--- config.mk ---
export PLATFORM = sky130hd
export DESIGN_NAME = haptic_pulse_envelope_top_flat
export DESIGN_NICKNAME = d
export VERILOG_FILES = /design/src/hw/rtl/hpe_pkg.sv /design/src/hw/rtl/hpe_req_if.sv /design/src/hw/rtl/hpe_rsp_if.sv /design/src/hw/rtl/hpe_csr_if.sv /design/src/hw/rtl/hpe_duty.sv /design/src/hw/rtl/haptic_pulse_envelope_top.sv /design/src/flat_wrapper.sv
export SDC_FILE = /design/constraint.sdc
export NUM_CORES = 2
export LEC_CHECK = 0
export BUFFER_PORTS_ARGS = -buffer_cell sky130_fd_sc_hd__buf_4
export CAP_MARGIN = 0
export CORE_AREA = 3 3 272 381
export DETAILED_ROUTE_END_ITERATION = 7
export DIE_AREA = 0 0 275 384
export GPL_TIMING_DRIVEN = 0
export PLACE_DENSITY = 0.65
export SLEW_MARGIN = 20
export SYNTH_ARGS = -nofsm -noshare
export SYNTH_HDL_FRONTEND = slang
export SYNTH_SLANG_ARGS = --single-unit
--- constraint.sdc ---
create_clock -name clock -period 9.5 [get_ports clock]
set_clock_uncertainty 0.15 [all_clocks]
set_input_delay 0.475 -clock clock [delete_from_list [all_inputs] [get_ports clock]]
set_output_delay 0.475 -clock clock [all_outputs]
set_load 0.02 [all_outputs]
--- src/hw/rtl/hpe_pkg.sv ---
// Shared types and constants for the haptic pulse envelope block.
`default_nettype none

package hpe_pkg;

   // Field widths
   localparam int INTEN_W  = 12;
   localparam int TIME_W   = 16;
   localparam int DUTY_W   = 16;
   localparam int QUOT_W   = 16;
   // 100 * 65535 fits in 23 bits
   localparam int WEIGHT_W = 23;

   // Request kinds
   localparam logic REQ_PULSE = 1'b0;
   localparam logic REQ_TICK  = 1'b1;

   // Envelope ratios, as exact integer fractions
   localparam int WT_TOTAL  = 35;
   localparam int WT_LEFT   = 65;
   localparam int PCT_SCALE = 100;
   localparam int DROP_NUM  = 7;
   localparam int DROP_DEN  = 10;

   localparam logic [DUTY_W-1:0] FS_RESET = 16'd1023;

   // Duty unit status seen by the control
   typedef struct packed {
      logic busy;
      logic done;
   } hpe_stat_type;

endpackage

`default_nettype wire

--- src/hw/rtl/hpe_req_if.sv ---
// Request channel: pulse requests and time ticks.
`default_nettype none

interface hpe_req_if import hpe_pkg::*; ();
   logic               valid;
   logic               ready;
   logic               req_type;
   logic [INTEN_W-1:0] intensity;
   logic [TIME_W-1:0]  duration;
   logic [TIME_W-1:0]  elapsed;

   modport source (output valid, req_type, intensity, duration, elapsed, input ready);
   modport sink   (input valid, req_type, intensity, duration, elapsed, output ready);
endinterface

`default_nettype wire

--- src/hw/rtl/hpe_rsp_if.sv ---
// Response channel: PWM compare values.
`default_nettype none

interface hpe_rsp_if import hpe_pkg::*; ();
   logic              valid;
   logic              ready;
   logic [DUTY_W-1:0] duty_level;

   modport source (output valid, duty_level, input ready);
   modport sink   (input valid, duty_level, output ready);
endinterface

`default_nettype wire

--- src/hw/rtl/hpe_csr_if.sv ---
// Register write channel for the duty full-scale value.
`default_nettype none

interface hpe_csr_if import hpe_pkg::*; ();
   logic              valid;
   logic              ready;
   logic [DUTY_W-1:0] wdata;

   modport source (output valid, wdata, input ready);
   modport sink   (input valid, wdata, output ready);
endinterface

`default_nettype wire

--- src/hw/rtl/hpe_duty.sv ---
// Duty computation: two multiply steps, then a 16-step restoring divider.
`default_nettype none

module hpe_duty import hpe_pkg::*; #(
   parameter int FRAC_BITS = 10
) (
   input  wire logic                   clock,
   input  wire logic                   reset,
   input  wire logic                   start,
   input  wire logic [DUTY_W-1:0]      full_scale,
   input  wire logic [FRAC_BITS:0]     level,
   input  wire logic [TIME_W-1:0]      time_left,
   input  wire logic [TIME_W-1:0]      time_total,
   output hpe_stat_type                stat,
   output logic      [QUOT_W-1:0]      quot
);

   localparam int LVL_W = FRAC_BITS + 1;
   localparam int P1_W  = DUTY_W + LVL_W;
   localparam int NUM_W = P1_W + WEIGHT_W;
   localparam int CNT_W = $clog2(QUOT_W);

   typedef enum logic [3:0] {
      U_IDLE = 4'b0001,
      U_MUL  = 4'b0010,
      U_PROD = 4'b0100,
      U_DIV  = 4'b1000
   } ustate_type;

   ustate_type           state_ff, state_in;
   logic [P1_W-1:0]      p1_ff, p1_in;
   logic [WEIGHT_W-1:0]  w_ff, w_in;
   logic [WEIGHT_W-1:0]  den_ff, den_in;
   logic [NUM_W-1:0]     rem_ff, rem_in;
   logic [NUM_W-1:0]     div_ff, div_in;
   logic [QUOT_W-1:0]    q_ff, q_in;
   logic [CNT_W-1:0]     cnt_ff, cnt_in;
   logic                 done_ff, done_in;
   logic                 ge;

   assign ge = (rem_ff >= div_ff);

   always_comb begin
      state_in = state_ff;
      p1_in    = p1_ff;
      w_in     = w_ff;
      den_in   = den_ff;
      rem_in   = rem_ff;
      div_in   = div_ff;
      q_in     = q_ff;
      cnt_in   = cnt_ff;
      done_in  = 1'b0;
      unique case (state_ff)
         U_IDLE: begin
            if (start) begin
               state_in = U_MUL;
            end
         end
         U_MUL: begin
            p1_in = P1_W'(full_scale) * P1_W'(level);
            // zero total never happens; ratio taken as 35/100 if it did
            if (time_total == '0) begin
               w_in   = WEIGHT_W'(WT_TOTAL);
               den_in = WEIGHT_W'(PCT_SCALE);
            end else begin
               w_in   = WEIGHT_W'(time_total) * WEIGHT_W'(WT_TOTAL)
                      + WEIGHT_W'(time_left) * WEIGHT_W'(WT_LEFT);
               den_in = WEIGHT_W'(time_total) * WEIGHT_W'(PCT_SCALE);
            end
            state_in = U_PROD;
         end
         U_PROD: begin
            rem_in   = NUM_W'(p1_ff) * NUM_W'(w_ff);
            div_in   = NUM_W'({den_ff, {(FRAC_BITS + QUOT_W - 1){1'b0}}});
            q_in     = '0;
            cnt_in   = CNT_W'(QUOT_W - 1);
            state_in = U_DIV;
         end
         U_DIV: begin
            if (ge) begin
               rem_in = rem_ff - div_ff;
            end
            q_in   = {q_ff[QUOT_W-2:0], ge};
            div_in = div_ff >> 1;
            cnt_in = cnt_ff - 1'b1;
            if (cnt_ff == '0) begin
               done_in  = 1'b1;
               state_in = U_IDLE;
            end
         end
         default: begin
            state_in = U_IDLE;
         end
      endcase
   end

   always_ff @(posedge clock) begin
      if (reset) begin
         state_ff <= U_IDLE;
         done_ff  <= 1'b0;
      end else begin
         state_ff <= state_in;
         done_ff  <= done_in;
      end
   end

   always_ff @(posedge clock) begin
      p1_ff  <= p1_in;
      w_ff   <= w_in;
      den_ff <= den_in;
      rem_ff <= rem_in;
      div_ff <= div_in;
      q_ff   <= q_in;
      cnt_ff <= cnt_in;
   end

   assign stat.busy = (state_ff != U_IDLE);
   assign stat.done = done_ff;
   assign quot      = q_ff;

endmodule

`default_nettype wire

--- src/hw/rtl/haptic_pulse_envelope_top.sv ---
// Top level of the haptic pulse envelope generator.
`default_nettype none

// Rumble-motor envelope generator. Pulse requests (req_type 0) load an
// intensity (Q(INTEN_W-FRAC_BITS).FRAC_BITS, clamped to 1.0) and a duration; a
// request with zero intensity or zero duration is ignored, and while a pulse
// is playing a request below 0.7 of the current level is dropped. A tick
// (req_type 1) counts the remaining time down by elapsed, saturating at 0, and
// returns one transfer on rsp_if with duty_level =
// floor(full_scale * level * (35*total + 65*left) / (100 * total * 2^FRAC_BITS)),
// or 0 if no pulse was left. A pulse request updates the envelope registers
// at its transfer. A tick on a playing pulse runs two multiply steps, then a
// 16-step restoring divider that settles one quotient bit per cycle, then two
// hand-offs (divider done into the hold state, hold state into the output
// register once that is free). A tick on an idle envelope goes straight to
// the hold state. req_if is not ready while a tick is being computed or while
// its result waits for the output register. The output register holds a
// finished result until rsp_if takes it, so a new request can be taken
// meanwhile. duty_full_scale is written over csr_if, always ready; it resets
// to 1023 and should only be changed while the block is idle.

module haptic_pulse_envelope_top import hpe_pkg::*; #(
   parameter int FRAC_BITS = 10
) (
   input  wire logic clock,
   input  wire logic reset,
   hpe_req_if.sink   req_if,
   hpe_rsp_if.source rsp_if,
   hpe_csr_if.sink   csr_if
);

   localparam int LVL_W = FRAC_BITS + 1;
   // width wide enough for both the raw intensity and 1.0
   localparam int CMP_W = (LVL_W > INTEN_W) ? LVL_W : INTEN_W;
   localparam int WK_W  = CMP_W + 4;
   localparam logic [CMP_W-1:0] ONE_C = CMP_W'(1) << FRAC_BITS;

   typedef enum logic [2:0] {
      S_IDLE = 3'b001,
      S_CALC = 3'b010,
      S_HOLD = 3'b100
   } state_type;

   state_type          state_ff, state_in;
   logic [DUTY_W-1:0]  full_scale_ff, full_scale_in;
   logic [LVL_W-1:0]   level_ff, level_in;
   logic [TIME_W-1:0]  time_left_ff, time_left_in;
   logic [TIME_W-1:0]  time_total_ff, time_total_in;
   logic               zero_ff, zero_in;
   logic               rsp_valid_ff, rsp_valid_in;
   logic [DUTY_W-1:0]  duty_ff, duty_in;

   logic               req_take;
   logic               out_free;
   logic               start;
   logic [CMP_W-1:0]   inten_ext;
   logic [CMP_W-1:0]   clamped;
   logic               too_faint;
   hpe_stat_type       stat;
   logic [QUOT_W-1:0]  quot;

   // ---- handshakes ----
   assign req_if.ready = (state_ff == S_IDLE);
   assign req_take     = req_if.valid && req_if.ready;
   assign out_free     = !rsp_valid_ff || rsp_if.ready;
   assign csr_if.ready = 1'b1;

   // ---- pulse request qualification ----
   assign inten_ext = CMP_W'(req_if.intensity);
   assign clamped   = (inten_ext > ONE_C) ? ONE_C : inten_ext;
   // weaker than 0.7 of the current level: 10*intensity < 7*level
   assign too_faint = (WK_W'(clamped) * WK_W'(DROP_DEN)) < (WK_W'(level_ff) * WK_W'(DROP_NUM));

   always_comb begin
      state_in      = state_ff;
      level_in      = level_ff;
      time_left_in  = time_left_ff;
      time_total_in = time_total_ff;
      zero_in       = zero_ff;
      rsp_valid_in  = rsp_valid_ff;
      duty_in       = duty_ff;
      full_scale_in = full_scale_ff;
      start         = 1'b0;

      if (csr_if.valid && csr_if.ready) begin
         full_scale_in = csr_if.wdata;
      end

      if (rsp_valid_ff && rsp_if.ready) begin
         rsp_valid_in = 1'b0;
      end

      unique case (state_ff)
         S_IDLE: begin
            if (req_take) begin
               if (req_if.req_type == REQ_PULSE) begin
                  if (req_if.intensity != '0 && req_if.duration != '0
                      && !(time_left_ff != '0 && too_faint)) begin
                     level_in      = clamped[LVL_W-1:0];
                     time_left_in  = req_if.duration;
                     time_total_in = req_if.duration;
                  end
               end else if (time_left_ff == '0) begin
                  // idle tick: nothing playing, result is 0
                  zero_in  = 1'b1;
                  state_in = S_HOLD;
               end else begin
                  time_left_in = (req_if.elapsed >= time_left_ff) ? '0
                                 : time_left_ff - req_if.elapsed;
                  zero_in  = 1'b0;
                  start    = 1'b1;
                  state_in = S_CALC;
               end
            end
         end
         S_CALC: begin
            if (stat.done) begin
               state_in = S_HOLD;
            end
         end
         S_HOLD: begin
            // wait for the output register to free up
            if (out_free) begin
               duty_in      = zero_ff ? '0 : quot;
               rsp_valid_in = 1'b1;
               state_in     = S_IDLE;
            end
         end
         default: begin
            state_in = S_IDLE;
         end
      endcase
   end

   always_ff @(posedge clock) begin
      if (reset) begin
         state_ff      <= S_IDLE;
         full_scale_ff <= FS_RESET;
         level_ff      <= '0;
         time_left_ff  <= '0;
         time_total_ff <= '0;
         rsp_valid_ff  <= 1'b0;
      end else begin
         state_ff      <= state_in;
         full_scale_ff <= full_scale_in;
         level_ff      <= level_in;
         time_left_ff  <= time_left_in;
         time_total_ff <= time_total_in;
         rsp_valid_ff  <= rsp_valid_in;
      end
   end

   always_ff @(posedge clock) begin
      zero_ff <= zero_in;
      duty_ff <= duty_in;
   end

   assign rsp_if.valid      = rsp_valid_ff;
   assign rsp_if.duty_level = duty_ff;

   // ---- shared multiply / divide unit ----
   // envelope state stays put while the unit runs: no request is taken then
   hpe_duty #(
      .FRAC_BITS (FRAC_BITS)
   ) u_duty (
      .clock      (clock),
      .reset      (reset),
      .start      (start),
      .full_scale (full_scale_ff),
      .level      (level_ff),
      .time_left  (time_left_ff),
      .time_total (time_total_ff),
      .stat       (stat),
      .quot       (quot)
   );

`ifndef SYNTHESIS
   a_ready_not_busy: assert property (@(posedge clock) disable iff (reset)
      req_if.ready |-> !stat.busy)
      else $error("request ready while duty unit busy");

   a_done_in_calc: assert property (@(posedge clock) disable iff (reset)
      stat.done |-> (state_ff == S_CALC))
      else $error("duty unit finished outside of a tick computation");

   a_envelope_sane: assert property (@(posedge clock) disable iff (reset)
      (time_left_ff != '0) |-> (time_total_ff != '0 && time_left_ff <= time_total_ff
                                && level_ff <= ONE_C[LVL_W-1:0]))
      else $error("envelope state out of range");
`endif

endmodule

`default_nettype wire
--- src/flat_wrapper.sv ---
// flat-port wrapper written by rule: the top's interface ports become plain ports
module haptic_pulse_envelope_top_flat import hpe_pkg::*;
#(
   parameter int FRAC_BITS = 10
)
  (clock, reset, req_if_valid, req_if_req_type, req_if_intensity, req_if_duration, req_if_elapsed, req_if_ready, rsp_if_valid, rsp_if_duty_level, rsp_if_ready, csr_if_valid, csr_if_wdata, csr_if_ready);
  hpe_req_if req_if_i ();
  hpe_rsp_if rsp_if_i ();
  hpe_csr_if csr_if_i ();
  input  wire logic clock;
  input  wire logic reset;
  input wire logic [$bits(req_if_i.valid)-1:0] req_if_valid;
  input wire logic [$bits(req_if_i.req_type)-1:0] req_if_req_type;
  input wire logic [$bits(req_if_i.intensity)-1:0] req_if_intensity;
  input wire logic [$bits(req_if_i.duration)-1:0] req_if_duration;
  input wire logic [$bits(req_if_i.elapsed)-1:0] req_if_elapsed;
  output wire logic [$bits(req_if_i.ready)-1:0] req_if_ready;
  output wire logic [$bits(rsp_if_i.valid)-1:0] rsp_if_valid;
  output wire logic [$bits(rsp_if_i.duty_level)-1:0] rsp_if_duty_level;
  input wire logic [$bits(rsp_if_i.ready)-1:0] rsp_if_ready;
  input wire logic [$bits(csr_if_i.valid)-1:0] csr_if_valid;
  input wire logic [$bits(csr_if_i.wdata)-1:0] csr_if_wdata;
  output wire logic [$bits(csr_if_i.ready)-1:0] csr_if_ready;
  assign req_if_i.valid = req_if_valid;
  assign req_if_i.req_type = req_if_req_type;
  assign req_if_i.intensity = req_if_intensity;
  assign req_if_i.duration = req_if_duration;
  assign req_if_i.elapsed = req_if_elapsed;
  assign req_if_ready = req_if_i.ready;
  assign rsp_if_valid = rsp_if_i.valid;
  assign rsp_if_duty_level = rsp_if_i.duty_level;
  assign rsp_if_i.ready = rsp_if_ready;
  assign csr_if_i.valid = csr_if_valid;
  assign csr_if_i.wdata = csr_if_wdata;
  assign csr_if_ready = csr_if_i.ready;
  haptic_pulse_envelope_top #(.FRAC_BITS(FRAC_BITS)) u_core (.clock(clock), .reset(reset), .req_if(req_if_i), .rsp_if(rsp_if_i), .csr_if(csr_if_i));
endmodule
# After elaboration in Yosys (flattened, before gate mapping)
# Index checks and enable logic that the tools add are counted.
[word_totals] ff_bits=278 out_inout_bits=19
[classes] n_addsub=4 n_mul=7 order_cmp=4 n_eq_ne=15 n_mux=28 bitwise=2 reduce_logical=24
[op_table] op="50-bit one-hot mux with 2 select lines" n=2
[op_table] op="16-bit two-way mux" n=4
[op_table] op="50-bit greater-or-equal comparator" n=1
[op_table] op="27-bit by 23-bit multiplier with 50-bit output" n=1
[op_table] op="50-bit two-way mux" n=1
[op_table] op="50-bit subtractor" n=1
[op_table] op="16-bit zero test" n=2
[op_table] op="16-bit one-hot mux with 2 select lines" n=1
[op_table] op="16-bit nonzero test" n=2
[op_table] op="16-bit by 11-bit multiplier with 27-bit output" n=1
[op_table] op="22-bit by 23-bit adder with 23-bit output" n=1
[op_table] op="16-bit by 7-bit multiplier with 23-bit output, second input constant" n=1
[op_table] op="16-bit by 6-bit multiplier with 22-bit output, second input constant" n=1
[op_table] op="16-bit by 5-bit multiplier with 21-bit output, second input constant" n=1
[op_table] op="16-bit greater-or-equal comparator" n=1
[op_table] op="16-bit by 14-bit < comparator with 1-bit output" n=1
[op_table] op="4-bit one-hot mux with 4 select lines" n=1
[op_table] op="16-bit subtractor" n=1
[op_table] op="12-bit by 3-bit multiplier with 15-bit output, second input constant" n=1
[op_table] op="3-bit two-way mux" n=5
[op_table] op="11-bit by 3-bit multiplier with 14-bit output, second input constant" n=1
[op_table] op="12-bit by 11-bit greater-than comparator with 1-bit output, second input constant" n=1
[op_table] op="12-bit two-way mux" n=1
[op_table] op="2-bit inequality test, second input constant" n=6
[op_table] op="24 further kinds" n=45

# Longest topological paths before layout
[depth] word_depth=9 mapped_depth=29 ltp_nobuf=26

# By module
# Synthesis repeated with hierarchy kept, for this count alone.
[unflattened] cells_unflattened=4977 hier_area_um2=45421.1
[modules_own_cells] module="hpe_duty" instances=1 cells_each=4364 area_per_inst_um2=39810.7 seq_area_each_um2=5775.5
[modules_own_cells] module="haptic_pulse_envelope_top" instances=1 cells_each=613 area_per_inst_um2=5610.4 seq_area_each_um2=1771.7

# Least setup slack after synthesis
# Ideal clock, no wire load.
[synth_timing] path_kind="flip-flop to flip-flop" start="register u_core.u_duty.w_ff[2]" end="register u_core.u_duty.rem_ff[46] (data pin)" setup_time_ns=0.270 t_arrival_ns=6.736 t_required_ns=9.080 path_slack_ns=2.344 stages_incl_launch_ff=25 synth_period_minus_slack_ns=7.156 path_cell_list="edfxtp_1 -> clkbuf_1 -> clkbuf_1 -> nand2_1 -> fa_1 -> fa_1 -> fa_1 -> fa_1 -> inv_1 -> fa_1 -> fa_1 -> inv_1 -> fa_1 -> inv_1 -> ha_1 -> clkbuf_1 -> nand3_1 -> nand3_1 -> or4b_2 -> o2111ai_1 -> nand2_1 -> a2111oi_0 -> o41ai_1 -> xnor2_1 -> mux2i_1"
[synth_between] elab_chain_cells=2
[synth_lines] element="from (decl)" line_no="hpe_duty.sv:32" rtl="logic [WEIGHT_W-1:0] w_ff, w_in;"
[synth_lines] element="from (signal assigned)" line_no="hpe_duty.sv:109" rtl="w_ff <= w_in;"
[synth_lines] element="27-bit by 23-bit multiplier with 50-bit output" line_no="hpe_duty.sv:73" rtl="rem_in = NUM_W'(p1_ff) * NUM_W'(w_ff);"
[synth_lines] element="50-bit one-hot mux with 2 select lines" line_no="hpe_duty.sv:53" rtl="unique case (state_ff)"
[synth_lines] element="named net u_core.u_duty.rem_in[46]" line_no="hpe_duty.sv:34" rtl="logic [NUM_W-1:0] rem_ff, rem_in;"
[synth_lines] element="to (signal assigned)" line_no="hpe_duty.sv:111" rtl="rem_ff <= rem_in;"
[synth_lines] element="to (decl)" line_no="hpe_duty.sv:34"
# The timed path passes the listed nets, and every way through them passes these cells.
# A chain may end at the register's enable or synchronous reset.

# Worst setup path after layout
[layout_timing] start="register u_core.u_duty.w_ff[10]" end="register u_core.u_duty.rem_ff[48] (data pin)"
# The elaborated chain is that of the path after synthesis.

==> results.json <==
{
  "status": "completed",
  "clk_pin_slew_ns": 0.06,
  "setup_slack_ns": 0.5406,
  "drv_slew": 0,
  "drc": 0,
  "worstPathMaxFanout": 10,
  "ioPinCount": 85,
  "num_rows": 138,
  "wl_per_cell_microns": 19.72,
  "synth_nets": 6186,
  "hold_violations": 0,
  "synth.distinct_cells": 84,
  "grt_max_degree": 29,
  "synthArstFlopShare": 0,
  "cellPowerDensity_nw_per_um2": 303.8,
  "core_sq_um": 100800,
  "postCtsHoldBufs": 32,
  "worstPathArrival_ns": 9.15,
  "htree_levels": 1,
  "maxCapViolCount": 0,
  "rr_startpoint": "u_core.u_duty.w_ff[10]$_SDFFCE_PN0N_",
  "insertion_delay_ns": 0.62,
  "nets": 6349,
  "place_congestion": 0.9904,
  "yosys_warnings": 0,
  "r2r_end": "u_core.u_duty.rem_ff[48]$_DFFE_PP_",
  "cts_inserted_buffers": 30,
  "period_share": 0.9431,
  "grt-ovfl-total": 0,
  "hold_path_class": "in2reg",
  "place_ws_ns": 0.5264,
  "min_to": "u_core.rsp_if.valid$_SDFF_PP0_",
  "cts_buffer_depth": 3,
  "syn_area_per_cell_sq_um": 9.171,
  "max_slew_margin": 0.2904,
  "drt-vias-per-instance": 5.313,
  "layout_commonest_cell": "inv_1",
  "final_cell_mix": "inv_1 (947), fa_1 (710), nand2_1 (618)",
  "worstHoldPathCells": 4,
  "grt_pass1_wl_microns": 199200,
  "dieHeight_microns": 384,
  "die_area_sq_um": 105600,
  "dpl-instance-area_sq_um": 47630,
  "worst-setup-path-type": "reg2reg",
  "vdd_drop_max_mv": 0.7145,
  "cts_tree": "yes",
  "synth_flop_cell": "edfxtp_1",
  "drive_gt1_frac": 0.04009,
  "via_count": 34260,
  "die_w_microns": 275,
  "root_buffer": "clkbuf_16",
  "io_buffers": 81,
  "synth_edf_count": 206,
  "setup_tns_ns": 0,
  "finalSetupViolCount": 0,
  "r2r_slack_ns": 0.54,
  "max_freq_ghz": 0.1116,
  "grt_pass1_vias": 36380,
  "area_growth_pct": 8.512,
  "post_cts_buffers": 0,
  "finalInstanceArea_sq_um": 49030,
  "rsz0062_at_grt": "no",
  "ant_nets": 0,
  "worstMarginPinSlew_ns": 1.064,
  "n_fill_cell": 9750,
  "synthesis.area_sq_um": 45190,
  "grt_use_total": 0.2453,
  "worstSetupEndpointType": "flip-flop",
  "postCtsResizedCells": 0,
  "min_period_ns": 8.959,
  "cts_sinks": 274,
  "dp_hpwl_microns": 107400,
  "drt-initial-drc-count": 1853,
  "dr.pass1.iters": 6,
  "hold_start": "rsp_if_ready",
  "antenna_found_initial": 3,
  "initial_core_util": 0.4481,
  "wl_microns": 127100,
  "yosysSeqAreaShare": 0.1670,
  "required_ns": 9.69,
  "synthCells": 4927,
  "reg2reg_depth": 25,
  "power.leakage_nw": 23.88,
  "cp-start-kind": "flip-flop",
  "ys_ff_latch": 274
}
==> cell type report <==
type,instances,area [sq um],area share
Antenna cell,4,10.01,0.0002041
Buffer,208,799.5,0.01631
Clock buffer,35,780.7,0.01592
Clock inverter,21,289.0,0.005895
Inverter,948,3558,0.07257
Multi-Input combinational cell,3497,33300,0.6792
Sequential cell,274,7547,0.1539
Tap cell,1330,1664,0.03394
Timing Repair Buffer,131,1081,0.02205
==> worst max-delay path, stage by stage (launching register included) <==
cell       delay, ns
edfxtp_1        0.47
clkbuf_1        0.63
clkbuf_1        0.68
nand2_1         0.15
fa_1            0.50
fa_1            0.55
inv_1           0.06
fa_1            0.50
inv_1           0.05
fa_1            0.52
inv_1           0.05
fa_1            0.46
fa_1            0.49
inv_1           0.05
fa_1            0.57
inv_1           0.06
ha_1            0.37
nand2_1         0.15
nand3_1         0.11
or4b_2          0.69
o2111ai_1       0.31
nand3_1         0.17
a21boi_0        0.45
o41ai_1         0.14
xnor2_1         0.22
mux2i_1         0.10
==> sequential cells by signal, summed over array words and instances, names as in the netlist <==
name	cells
u_core.zero_ff	1
u_core.rsp_if.duty_level	16
u_core.u_duty.den_ff	21
u_core.full_scale_ff	16
u_core.u_duty.state_ff	4
u_core.u_duty.cnt_ff	4
u_core.u_duty.div_ff	48
u_core.u_duty.rem_ff	50
u_core.time_total_ff	16
u_core.u_duty.quot	16
u_core.time_left_ff	16
u_core.u_duty.p1_ff	27
u_core.u_duty.w_ff	23
u_core.rsp_if.valid	1
u_core.state_ff	3
u_core.level_ff	11
u_core.u_duty.done_ff	1
==> power by group <==
| part | total [W] | leakage, nW | switching [W] | internal (W) |
|---|---|---|---|---|
| logic | 0.0118 | 21.0 | 0.00731 | 0.00449 |
| clock network | 0.00126 | 0.507 | 0.000526 | 0.000734 |
| registers | 0.00184 | 2.40 | 0.0000548 | 0.00178 |
| total | 0.0149 | 23.9 | 0.00789 | 0.00700 |
==> worst max-delay path by stage <==
stage	start	to	slack [ns]	cells after the start
2_1_floorplan	u_core.u_duty.w_ff[2]$_SDFFCE_PN0N_	u_core.u_duty.rem_ff[46]$_DFFE_PP_	2.34	24
5_1_grt	u_core.u_duty.w_ff[10]$_SDFFCE_PN0N_	u_core.u_duty.rem_ff[46]$_DFFE_PP_	0.25	25
3_3_place_gp	u_core.u_duty.w_ff[9]$_SDFFCE_PN0N_	u_core.u_duty.rem_ff[44]$_DFFE_PP_	0.64	25
3_5_place_dp	u_core.u_duty.w_ff[10]$_SDFFCE_PN0N_	u_core.u_duty.rem_ff[48]$_DFFE_PP_	0.53	25
4_1_cts	u_core.u_duty.w_ff[10]$_SDFFCE_PN0N_	u_core.u_duty.rem_ff[48]$_DFFE_PP_	0.51	25
6_report	u_core.u_duty.w_ff[10]$_SDFFCE_PN0N_	u_core.u_duty.rem_ff[48]$_DFFE_PP_	0.54	25
==> logic make-up (layout without fill, tap and decap cells) <==
family / after synthesis / count (layout) / synth area share
buffers and inverters: 1156 / 1343 / 0.09644
and+or+nand+nor: 1499 / 1499 / 0.1590
AOI/OAI and AO/OA: 580 / 580 / 0.08426
DFF: 274 / 274 / 0.1670
muxes: 53 / 53 / 0.01182
xor gates and xnor gates: 170 / 170 / 0.03295
other: 2 / 6 / 0.0001662
adders and majority gates: 1193 / 1193 / 0.4483
==> Yosys cell counts, types with 6 or more instances <==
library cell  instances  share of area
a31o_2                6         0.0012
buf_1                 8        0.00066
clkbuf_1            192          0.016
o211ai_1              8         0.0013
buf_2                 6        0.00066
nor2b_1              40         0.0055
o21ai_0             124          0.014
and2_1              380          0.053
edfxtp_1            206           0.14
mux2i_1              50          0.011
or3_1                12         0.0017
xnor2_1             107          0.021
nand4_1              23         0.0032
a31oi_1              12         0.0017
o21bai_1             25         0.0042
a221oi_2              9         0.0030
inv_1               947          0.079
or2_2                 7        0.00097
xor2_1               63          0.012
nor4_1               15         0.0021
o31ai_1               9         0.0015
nor2_1              243          0.020
o21a_1               16         0.0027
and3_1               20         0.0028
a21boi_0             13         0.0022
dfxtp_1              68          0.030
nand2_1             618          0.051
ha_1                483           0.13
a221oi_1              9         0.0017
nor3_1               50         0.0055
a211oi_1             21         0.0035
fa_1                710           0.31
nand3b_1              6         0.0010
nand3_1              32         0.0035
nand2b_1             28         0.0039
a21o_1               90          0.015
a21oi_1             175          0.019
==> layer usage <==
metal / global-route usage / vias to the layer above / wire length, microns
met3: 0.02624 / 407 / 6087
met2: 0.4471 / 1071 / 65940
met1: 0.2666 / 16960 / 45210
met4: 0.1630 / 0 / 9893
met5: 0 / - / 0
li1: - / 15820 / -
==> per-stage QoR <==
step           hold slack [ns]  total power, W    util  cells
2_1_floorplan           0.3044        0.009845       -   4927
3_3_place_gp            0.3244         0.01359  0.4706   6338
3_5_place_dp            0.3273         0.01365  0.4724   6356
4_1_cts                 0.1150         0.01501  0.4862   6444
5_1_grt                 0.1366         0.01616  0.4862   6444
6_report                0.1372         0.01490  0.4863   6448
Power figures use the tool's default switching activity.
